### src/rtl/sps_pkg.sv
// package: types, register indexes and helpers of the stripe shader
`timescale 1ns / 1ps
package sps_pkg;
  localparam int unsigned QueueDepth = 2;

  typedef enum logic [2:0] {
    REG_EVEN_LIMIT = 3'd0,
    REG_PERIOD     = 3'd1,
    REG_EVEN_COLOR = 3'd2,
    REG_ODD_COLOR  = 3'd3,
    REG_Y_STEP     = 3'd4,
    REG_DEPTH_STEP = 3'd5,
    REG_PROJ_MODE  = 3'd6
  } reg_idx_e;

  typedef struct packed {
    logic [31:0] y;
    logic [31:0] depth;
    logic        proj;
  } job_t;

  function automatic logic [31:0] blend(input logic [8:0] a, input logic [31:0] c,
                                        input logic [31:0] d);
    logic [31:0] res;
    logic [16:0] ch;
    res = '0;
    for (int k = 0; k < 4; k++) begin
      ch = 17'(c[8*k +: 8]) * 17'(a) + 17'(d[8*k +: 8]) * (17'd256 - 17'(a));
      res[8*k +: 8] = ch[15:8];
    end
    return res;
  endfunction
endpackage

### src/rtl/stripe_pattern_pixel_shader_core.sv
// top level of the stripe pattern pixel shader
`timescale 1ns / 1ps
// stripe pattern pixel shader
// input channel valid_i / stall_o carries one pixel request: new_span_i,
// start_y_i, start_depth_i; output channel valid_o / stall_i carries pixel_o
// requests enter a two-entry queue holding the pre-step coordinates
// the back end handles one request at a time; in projective mode with a
// nonzero depth it runs the bit-serial divider (48 steps), then always the
// bit-serial modulo (32 steps)
// a stalled result holds in the output register; the queue keeps filling
// reset clears accumulators, registers to defaults and empties the queue
// configuration writes use cfg_we_i, cfg_idx_i, cfg_data_i while idle
module stripe_pattern_pixel_shader_core import sps_pkg::*; #(
  parameter int unsigned Depth = QueueDepth
) (
  input  logic        clk_i,
  input  logic        rst_ni,
  input  logic        cfg_we_i,
  input  logic [2:0]  cfg_idx_i,
  input  logic [31:0] cfg_data_i,
  input  logic        valid_i,
  output logic        stall_o,
  input  logic        new_span_i,
  input  logic [31:0] start_y_i,
  input  logic [31:0] start_depth_i,
  output logic        valid_o,
  input  logic        stall_i,
  output logic [31:0] pixel_o
);
  logic [29:0] el_q;
  logic [30:0] per_q;
  logic [31:0] ec_q, oc_q, ys_q, zs_q;
  logic pm_q;
  logic jv, jt;
  job_t job;

  always_ff @(posedge clk_i or negedge rst_ni) begin
    if (!rst_ni) begin
      el_q <= 30'h10000; per_q <= 31'h20000; ec_q <= 32'hffffffff;
      oc_q <= 32'hff000000; ys_q <= '0; zs_q <= '0; pm_q <= 1'b0;
    end else if (cfg_we_i) begin
      case (cfg_idx_i)
        REG_EVEN_LIMIT: el_q <= cfg_data_i[29:0];
        REG_PERIOD:     per_q <= cfg_data_i[30:0];
        REG_EVEN_COLOR: ec_q <= cfg_data_i;
        REG_ODD_COLOR:  oc_q <= cfg_data_i;
        REG_Y_STEP:     ys_q <= cfg_data_i;
        REG_DEPTH_STEP: zs_q <= cfg_data_i;
        REG_PROJ_MODE:  pm_q <= cfg_data_i[0];
        default: ;
      endcase
    end
  end

  sps_front #(.Depth(Depth)) u_front (
    .clk_i, .rst_ni, .valid_i, .stall_o, .new_span_i, .start_y_i, .start_depth_i,
    .y_step_i(ys_q), .depth_step_i(zs_q), .proj_i(pm_q),
    .job_valid_o(jv), .job_take_i(jt), .job_o(job)
  );

  sps_back u_back (
    .clk_i, .rst_ni, .job_valid_i(jv), .job_take_o(jt), .job_i(job),
    .even_limit_i(el_q), .period_i(per_q), .even_color_i(ec_q), .odd_color_i(oc_q),
    .valid_o, .stall_i, .pixel_o
  );
endmodule

### src/rtl/sps_front.sv
// front: accumulators and request queue
`timescale 1ns / 1ps
module sps_front import sps_pkg::*; #(
  parameter int unsigned Depth = QueueDepth
) (
  input  logic        clk_i,
  input  logic        rst_ni,
  input  logic        valid_i,
  output logic        stall_o,
  input  logic        new_span_i,
  input  logic [31:0] start_y_i,
  input  logic [31:0] start_depth_i,
  input  logic [31:0] y_step_i,
  input  logic [31:0] depth_step_i,
  input  logic        proj_i,
  output logic        job_valid_o,
  input  logic        job_take_i,
  output job_t        job_o
);
  localparam int unsigned AW = (Depth > 1) ? $clog2(Depth) : 1;
  logic [31:0] y_q, y_d, z_q, z_d, y_cur, z_cur;
  job_t mem_q [Depth];
  logic [AW-1:0] wp_q, rp_q;
  logic [AW:0] cnt_q;
  logic push, pop;

  assign stall_o = (cnt_q == (AW+1)'(Depth));
  assign push = valid_i && !stall_o;
  assign pop = job_take_i && job_valid_o;
  assign job_valid_o = (cnt_q != '0);
  assign job_o = mem_q[rp_q];
  assign y_cur = new_span_i ? start_y_i : y_q;
  assign z_cur = new_span_i ? start_depth_i : z_q;
  assign y_d = y_cur + y_step_i;
  assign z_d = z_cur + depth_step_i;

  always_ff @(posedge clk_i or negedge rst_ni) begin
    if (!rst_ni) begin
      y_q <= '0; z_q <= '0; wp_q <= '0; rp_q <= '0; cnt_q <= '0;
    end else begin
      if (push) begin
        y_q <= y_d; z_q <= z_d;
        wp_q <= (wp_q == AW'(Depth-1)) ? '0 : wp_q + 1'b1;
      end
      if (pop) rp_q <= (rp_q == AW'(Depth-1)) ? '0 : rp_q + 1'b1;
      cnt_q <= cnt_q + (AW+1)'(push) - (AW+1)'(pop);
    end
  end

  always_ff @(posedge clk_i) begin
    if (push) mem_q[wp_q] <= '{y: y_cur, depth: z_cur, proj: proj_i};
  end
endmodule

### src/rtl/sps_back.sv
// back: serial divide, serial modulo, colour choice
`timescale 1ns / 1ps
module sps_back import sps_pkg::*; (
  input  logic        clk_i,
  input  logic        rst_ni,
  input  logic        job_valid_i,
  output logic        job_take_o,
  input  job_t        job_i,
  input  logic [29:0] even_limit_i,
  input  logic [30:0] period_i,
  input  logic [31:0] even_color_i,
  input  logic [31:0] odd_color_i,
  output logic        valid_o,
  input  logic        stall_i,
  output logic [31:0] pixel_o
);
  typedef enum logic [3:0] {
    ST_IDLE = 4'b0001, ST_DIV = 4'b0010, ST_MOD = 4'b0100, ST_OUT = 4'b1000
  } state_e;
  state_e st_q;
  logic [5:0] cnt_q;
  logic [47:0] num_q;
  logic [31:0] den_q;
  logic [32:0] rem_q;
  logic neg_q;
  logic [31:0] coord_q;
  logic [31:0] mag_q;
  logic [30:0] mrem_q;
  logic cneg_q;
  logic [31:0] pix_q;
  logic vld_q;

  logic [32:0] rsh, rsub;
  logic [31:0] msh, msub;
  logic [31:0] qv, coord_w;
  logic [30:0] pos;
  logic [15:0] row;
  logic [8:0] a;
  logic [31:0] px;

  assign job_take_o = (st_q == ST_IDLE);
  assign valid_o = vld_q;
  assign pixel_o = pix_q;

  assign rsh = {rem_q[31:0], num_q[47]};
  assign rsub = rsh - {1'b0, den_q};
  assign msh = {mrem_q, mag_q[31]};
  assign msub = msh - {1'b0, period_i};
  assign qv = neg_q ? -num_q[31:0] : num_q[31:0];

  always_comb begin
    if (cneg_q && mrem_q != '0) pos = period_i - mrem_q;
    else pos = mrem_q;
    if (period_i == '0) pos = '0;
    row = 16'(pos >> 16);
    a = 9'd1 + 9'(pos[15:8]);
    px = even_color_i;
    if (row == '0) px = blend(a, even_color_i, odd_color_i);
    if (pos >= 31'(even_limit_i)) begin
      px = odd_color_i;
      if (row == 16'(even_limit_i >> 16)) px = blend(a, odd_color_i, even_color_i);
    end
  end

  always_ff @(posedge clk_i or negedge rst_ni) begin
    if (!rst_ni) begin
      st_q <= ST_IDLE; vld_q <= 1'b0; cnt_q <= '0;
    end else begin
      if (st_q == ST_OUT && (!vld_q || !stall_i)) vld_q <= 1'b1;
      else if (vld_q && !stall_i) vld_q <= 1'b0;
      case (st_q)
        ST_IDLE: begin
          if (job_valid_i) begin
            if (job_i.proj && job_i.depth != '0) begin
              st_q <= ST_DIV; cnt_q <= 6'd48;
            end else begin
              st_q <= ST_MOD; cnt_q <= 6'd33;
            end
          end
        end
        ST_DIV: begin
          if (cnt_q == 6'd1) begin
            st_q <= ST_MOD; cnt_q <= 6'd33;
          end else begin
            cnt_q <= cnt_q - 1'b1;
          end
        end
        ST_MOD: begin
          cnt_q <= cnt_q - 1'b1;
          if (cnt_q == 6'd1) st_q <= ST_OUT;
        end
        ST_OUT: begin
          if (!vld_q || !stall_i) st_q <= ST_IDLE;
        end
        default: st_q <= ST_IDLE;
      endcase
    end
  end

  assign coord_w = (st_q == ST_DIV) ? qv : coord_q;

  always_ff @(posedge clk_i) begin
    case (st_q)
      ST_IDLE: begin
        num_q <= {(job_i.y[31] ? -job_i.y : job_i.y), 16'h0};
        den_q <= job_i.depth[31] ? -job_i.depth : job_i.depth;
        neg_q <= job_i.y[31] ^ job_i.depth[31];
        rem_q <= '0;
        coord_q <= (job_i.proj) ? 32'h0 : job_i.y;
        mag_q <= job_i.y[31] ? -job_i.y : job_i.y;
        cneg_q <= job_i.y[31];
        mrem_q <= '0;
      end
      ST_DIV: begin
        if (!rsub[32]) begin
          rem_q <= rsub; num_q <= {num_q[46:0], 1'b1};
        end else begin
          rem_q <= rsh; num_q <= {num_q[46:0], 1'b0};
        end
        if (cnt_q == 6'd1) begin
          coord_q <= neg_q ? -{num_q[30:0], !rsub[32]} : {num_q[30:0], !rsub[32]};
          mag_q <= (neg_q ? -{num_q[30:0], !rsub[32]} : {num_q[30:0], !rsub[32]});
        end
      end
      ST_MOD: begin
        if (cnt_q == 6'd33) begin
          cneg_q <= coord_w[31];
          mag_q <= coord_w[31] ? -coord_w : coord_w;
          mrem_q <= '0;
        end else begin
          mag_q <= {mag_q[30:0], 1'b0};
          mrem_q <= (!msub[31] && period_i != '0) ? msub[30:0] : msh[30:0];
        end
      end
      ST_OUT: if (!vld_q || !stall_i) pix_q <= px;
      default: ;
    endcase
  end
endmodule

### config.mk
export PLATFORM = sky130hd
export DESIGN_NAME = stripe_pattern_pixel_shader_core
export DESIGN_NICKNAME = d
export VERILOG_FILES = /design/src/rtl/sps_pkg.sv /design/src/rtl/stripe_pattern_pixel_shader_core.sv /design/src/rtl/sps_front.sv /design/src/rtl/sps_back.sv
export SDC_FILE = /design/constraint.sdc
export NUM_CORES = 2
export LEC_CHECK = 0
export BUFFER_PORTS_ARGS = -buffer_cell sky130_fd_sc_hd__buf_2
export CELL_PAD_IN_SITES_DETAIL_PLACEMENT = 0
export CELL_PAD_IN_SITES_GLOBAL_PLACEMENT = 1
export CORE_ASPECT_RATIO = 1.1
export CORE_MARGIN = 2
export CORE_UTILIZATION = 35
export DETAILED_ROUTE_END_ITERATION = 8
export PLACE_DENSITY_LB_ADDON = 0.12
export SYNTH_ARGS = -nofsm -noshare
export SYNTH_HDL_FRONTEND = slang
export SYNTH_SLANG_ARGS = --single-unit
### constraint.sdc
create_clock -name clk_i -period 12.7 [get_ports clk_i]
set_input_delay 1.27 -clock clk_i [delete_from_list [all_inputs] [get_ports clk_i]]
set_output_delay 1.27 -clock clk_i [all_outputs]
set_load 0.05 [all_outputs]
Word-level counts from Yosys, hierarchy flattened
Memories as Yosys holds them, arrays and structs flattened.
Cells that the tools add are included.
{"block": "op_classes", "eq_ne": 19, "order_cmp": 1, "mul": 16, "muxes": 43, "bitwise_logic": 1, "addsub": 25, "n_reduce_logical": 37}
{"op": "2-to-1 mux 32 bit", "n": 14}
{"op": "negator 32 bit", "n": 5}
{"op": "2-to-1 mux 31 bit", "n": 5}
{"op": "multiplier 8 x 17 -> 16 bit", "n": 8}
{"op": "adder 16 bit", "n": 8}
{"op": "multiplier 8 x 9 -> 16 bit", "n": 8}
{"op": "one-hot mux 32 bit (2 select lines)", "n": 2}
{"op": "one-hot mux 32 bit (3 select lines)", "n": 1}
{"op": "one-hot mux 48 bit (2 select lines)", "n": 1}
{"op": "adder 32 bit", "n": 2}
{"op": "one-hot mux 31 bit (2 select lines)", "n": 1}
{"op": "nonzero test 31 bit", "n": 2}
{"op": "subtractor 33 x 32 -> 33 bit", "n": 1}
{"op": "nonzero test 32 bit", "n": 1}
{"op": "subtractor 32 x 31 -> 32 bit", "n": 1}
{"op": ">= comparator 31 x 30 -> 1 bit", "n": 1}
{"op": "zero test 31 bit", "n": 1}
{"op": "subtractor 31 bit", "n": 1}
{"op": "AND reduction 2 bit", "n": 12}
{"op": "one-hot mux 6 bit (3 select lines)", "n": 1}
{"op": "zero test 16 bit", "n": 1}
{"op": "2-to-1 mux 4 bit", "n": 4}
{"op": "one-hot mux 4 bit (4 select lines)", "n": 1}
{"op": "equality test 15 x 14 -> 1 bit", "n": 1}
{"op": "31 further kinds", "n": 59}
{"block": "totals", "wordCells": 168, "out_inout_bits": 34, "memories": 1, "mem_bits_rw": 130, "reg_bits": 510}
{"name": "u_front.mem_q", "words": 2, "width": 65, "rd": 1, "rd_ports_with_merged_regs": 0, "wr": 1, "line": "sps_front.sv:22", "source": "job_t mem_q [Depth];"}

Depth between registers and ports, before layout
{"block": "logic_depth", "ltp_word": 10, "ltp_mapped": 41}

Modules after synthesis
A second synthesis with hierarchy kept.
{"block": "hier_totals", "cells_unflattened": 8007, "area_unflattened_um2": 77730.8}
{"mod": "sps_back", "cells_per_inst": 6658, "area_per_inst_um2": 59487.1, "seq_area_each_um2": 7513.5, "instances": 1}
{"mod": "sps_front", "cells_per_inst": 942, "area_per_inst_um2": 11073.1, "seq_area_each_um2": 5605.4, "instances": 1}
{"mod": "stripe_pattern_pixel_shader_core", "cells_per_inst": 407, "area_per_inst_um2": 7170.6, "seq_area_each_um2": 4807.1, "instances": 1}

Worst setup path after synthesis
Ideal clock, no wire load.
{"block": "synth_timing", "kind": "register to register", "from": "reg per_q[0]", "to": "reg u_back.pix_q[15] (netlist: u_back.pixel_o[15]), data pin", "setup_slack_ps": 2900, "setup_time_ps": 265, "path_buffers": 1, "arrival_time_ps": 9535, "required_ps": 12435, "stages_incl_launch_ff": 40, "period_less_slack_ps": 9800, "cell_sequence": "dfrtp_1 > inv_1 > ha_1 > inv_1 > fa_1 > a211oi_2 > o21bai_1 > a2111oi_2 > o31ai_1 > a21oi_1 > xnor2_1 > a21oi_1 > inv_1 > nand2_1 > or4_1 > nor2_1 > nand2_1 > xnor2_1 > [... 4 more ...] > fa_1 > fa_1 > fa_1 > fa_1 > inv_1 > fa_1 > inv_1 > ha_1 > nor2b_1 > a41oi_1 > o211ai_1 > a311oi_1 > o21bai_1 > a21oi_1 > xnor2_1 > mux2_2 > o221ai_1 > o21ai_1"}
{"block": "synth_between", "elab_chain_len": 9, "word_cells_on_any_way": 18, "classes_between": "5 x add/sub; 4 x mul; 1 x order compare; 1 x eq/ne; 5 x mux; 2 x reduce/logical"}
{"item": "start, declared", "line": "stripe_pattern_pixel_shader_core.sv:31", "source": "logic [30:0] per_q;"}
{"item": "start signal, assigned", "line": "stripe_pattern_pixel_shader_core.sv:44", "source": "REG_PERIOD: per_q <= cfg_data_i[30:0];"}
{"item": "subtractor 31 bit", "line": "sps_back.sv:52", "source": "if (cneg_q && mrem_q != '0) pos = period_i - mrem_q;"}
{"item": "2-to-1 mux 31 bit", "line": "sps_back.sv:52"}
{"item": "2-to-1 mux 31 bit *", "line": "sps_back.sv:54", "source": "if (period_i == '0) pos = '0;"}
{"item": "adder 1 x 8 -> 9 bit", "line": "sps_back.sv:56", "source": "a = 9'd1 + 9'(pos[15:8]);"}
{"item": "subtractor 9 x 9 -> 10 bit", "line": "sps_pkg.sv:28", "source": "ch = 17'(c[8*k +: 8]) * 17'(a) + 17'(d[8*k +: 8]) * (17'd256 - 17'(a));"}
{"item": "multiplier 8 x 17 -> 16 bit", "line": "sps_pkg.sv:28"}
{"item": "adder 16 bit", "line": "sps_pkg.sv:28"}
{"item": "2-to-1 mux 32 bit, on equally long branches", "line": "sps_back.sv:58, sps_back.sv:61"}
{"item": "2-to-1 mux 32 bit *", "line": "sps_back.sv:59", "source": "if (pos >= 31'(even_limit_i)) begin"}
{"item": "named net u_back.px[15]", "line": "sps_back.sv:39", "source": "logic [31:0] px;"}
{"item": "end signal, assigned", "line": "sps_back.sv:135", "source": "ST_OUT: if (!vld_q || !stall_i) pix_q <= px;"}
{"item": "end, declared", "line": "sps_back.sv:30", "source": "logic [31:0] pix_q;"}
The timed path passes the listed nets; every way through them passes the cells marked *.
A chain may end at the register's enable or synchronous reset.

Worst setup path in the final report
Same ends and word-level chain as after synthesis.

==> flow_metrics.tcl <==
set metrics [dict create \
    start_util_pct 35.24 \
    crit_top_cell "fa_1" \
    cts.hold.buffers_added 0 \
    grt_usage_pct 22.50 \
    yosysSeqAreaShare_pct 23.49 \
    post_cts_buffers 0 \
    clk_pin_slew_worst_paths_ns 0.06 \
    area_delta_synth_final_pct 10.25 \
    hold_end "u_front.z_q[22]" \
    grt_pass1_wl_um 377800 \
    die_y_um 493.8 \
    fin_setup_tns_ns 0 \
    wl_met3_um 8407 \
    rsz0062_at_grt "false" \
    drc 0 \
    ff2ff_setup_slack_ns 1.28 \
    r2r_end "u_back.pixel_o[15]" \
    synth_compound_area_share_pct 8.591 \
    synth_top_family_by_area "adder cells" \
    critPathKind "flip-flop to flip-flop" \
    via_count 55350 \
    dieWidth_um 449.2 \
    totalWireLength_um 244600 \
    hold_viol 0 \
    routed-wl-met2_um 120700 \
    synth.largest_area_cell "fa_1" \
    crit_slowest_cell "xnor2_2" \
    pre_cts_slack_ns 1.314 \
    fin_nets 9855 \
    top_layer "met5" \
    r2r-start "per_q[0]" \
    startpoint_type "flip-flop" \
    syn_area_per_cell_um2 9.594 \
    async_flop_share_pct 42.03 \
    fin_crit_ns 11.42 \
    synth_edf_count 371 \
    fmax_ghz 0.08757 \
    cp-end-kind "flip-flop" \
    synthMuxAreaShare_pct 4.740 \
    setup_viol 0 \
    synthAdderAreaFrac_pct 35.81 \
    synth_top_area_share_pct 25.94 \
    layout_setup_ws_ns 1.281 \
    grt_max_degree 110 \
    holdPathStages 2 \
    drv_slew 0 \
    syn_inst 7955 \
    hpwlAfterDp_um 179400 \
    drive_gt1_share_pct 8.577 \
    insertion_delay_ns 0.76 \
    drv_cap 0 \
    cts.htree.levels 3 \
    numCtsBuffers 84 \
    cts_resized 0 \
    cp.arrival_ns 11.85 \
    timing.slew.headroom_pct 26.24 \
    synth-seq-cells 640 \
    cts_tree "done" \
    core_mm2 0.2166 \
    path_max_fanout 8 \
    tightest_slew_ns 1.085 \
    port_buffers 138 \
    met1_length_um 107700 \
    syn_area_mm2 0.07632 \
    status "complete, no violations" \
    drt-pass1-iter-count 5 \
    synth_cell_type_count 95 \
    grt_pass1_vias 59390 \
    grt.overflow.total 0 \
    yosys.area_share.simple_pct 13.93 \
    hold_path.startpoint "u_front.z_q[22]" \
    period_share_pct 89.92 \
    ctsRootBufferMaster "clkbuf_16" \
    skew_ns 0.1056 \
    worst_hold_slack_ns 0.4711 \
    clock_path_buffers 3 \
    synth_ff_type "edfxtp_1" \
    min_path_type "flip-flop to flip-flop" \
    first_iter_violations 2944 \
    final_common_cell "inv_1" \
    final_cell_mix "inv_1 (1373), fa_1 (989), nand2_1 (862)" \
    wl_per_cell_um 21.96 \
    io_pins 139 \
    synth_xor_area_share_pct 4.938 \
    synth.area.top_cells "fa_1 (26%), edfxtp_1 (15%), ha_1 (9.9%), dfrtp_1 (7.4%), inv_1 (6.8%)" \
    num_rows 179 \
    cpPeakStageDelay_ns 0.70 \
    vias_per_cell 4.969 \
    clock-sinks 640 \
    gp_congestion 0.8533 \
    r2r_cells 39 \
    cp.required_ns 13.13 \
    yosys_warnings 0 \
    drtAntennaViolNets 0 \
    antenna_found_initial 41 \
    die_area_mm2 0.2218 \
]
## worst max-delay path by stage
stage / endpoint / slack [ns] / cells past startpoint / from
4_1_cts: u_back.pixel_o[15] / 1.26 / 39 / per_q[0]
3_5_place_dp: u_back.pixel_o[15] / 1.31 / 39 / per_q[0]
6_report: u_back.pixel_o[15] / 1.28 / 39 / per_q[0]
5_1_grt: u_back.pixel_o[15] / 0.57 / 39 / per_q[0]
2_1_floorplan: u_back.pixel_o[15] / 2.90 / 39 / per_q[0]
3_3_place_gp: u_back.pixel_o[15] / 1.34 / 38 / u_back.mrem_q[0]
## routing by layer
layer	GRT usage, %	vias up
met3	2.130	314
li1	-	25770
met4	6.984	4
met2	39.41	984
met1	29.30	28270
met5	0	-
## kinds of logic (layout without fill, tap and decap cells)
| group | Yosys count | count (layout) |
|---|---|---|
| AOI/OAI and AO/OA | 1054 | 1054 |
| xor gates and xnor gates | 427 | 427 |
| adders and majority gates | 1591 | 1591 |
| buffers and inverters | 1715 | 1777 |
| DFF | 640 | 640 |
| muxes | 336 | 336 |
| other | 2 | 227 |
| and+or+nand+nor | 2190 | 2190 |
## worst max-delay path, delay by kind of cell (launching register included)
family / cells / cell delay (ns)
xor gates and xnor gates: 3 / 1.06
and+or+nand+nor: 6 / 1.54
adders and majority gates: 9 / 3.95
muxes: 1 / 0.35
DFF: 1 / 0.41
buffers and inverters: 7 / 0.83
AOI/OAI and AO/OA: 13 / 2.95
## flip-flops by register name, indices dropped and copies added, names as in the netlist, 2 cells and up
signal,cells
u_back.mrem_q,31
u_back.pixel_o,32
u_back.cnt_q,6
per_q,31
ys_q,32
el_q,30
zs_q,32
u_front.z_q,32
u_back.st_q,4
u_back.mag_q,32
u_front.cnt_q,2
u_back.rem_q,32
u_front.y_q,32
u_back.num_q,48
oc_q,32
ec_q,32
u_back.coord_q,32
u_front.mem_q,130
u_back.den_q,32
## synth_stat cells, drive strengths merged, types with 12 or more instances
| master | count |
|---|---|
| inv | 1373 |
| fa | 989 |
| nand2 | 865 |
| ha | 602 |
| and2 | 565 |
| edfxtp | 371 |
| nor2 | 341 |
| o21ai | 335 |
| clkbuf | 296 |
| a21oi | 281 |
| xnor2 | 262 |
| dfrtp | 226 |
| mux2 | 203 |
| xor2 | 163 |
| mux2i | 133 |
| nor3 | 103 |
| a21o | 70 |
| nand3 | 53 |
| a211oi | 49 |
| and3 | 45 |
| dfstp | 43 |
| nand2b | 42 |
| o31ai | 41 |
| buf | 40 |
| a31oi | 39 |
| nor2b | 38 |
| o21a | 38 |
| nor4 | 27 |
| o21bai | 23 |
| or3 | 23 |
| nand4 | 22 |
| or4 | 19 |
| o211ai | 18 |
| or2 | 16 |
| o22ai | 14 |
| o221ai | 13 |
| o41ai | 13 |
| a211o | 12 |
| a221oi | 12 |
| o2111ai | 12 |
## per-stage QoR
step | instance area (um2) | std cells | util (%)
6_report | 84140 | 11140 | 38.85
5_1_grt | 84130 | 11130 | 38.85
4_1_cts | 84110 | 11130 | 38.84
3_5_place_dp | 81230 | 10970 | 37.51
3_3_place_gp | 81230 | 10970 | 37.51
2_1_floorplan | 77120 | 8169 | -
## area by class of cell
class,instances,area [um2]
diodes,11,27.53
clock buffers,107,2311
clock inverters,51,570.5
fillers,22000,132400
inverters,1379,5176
multi-input cells,5814,52980
flip-flops and latches,640,17930
well taps,2896,3623
repair buffers,240,1516
Power is left out: the tool's default activity adds up to more than one toggle a clock period on the data nets, which glitch-free logic cannot reach.
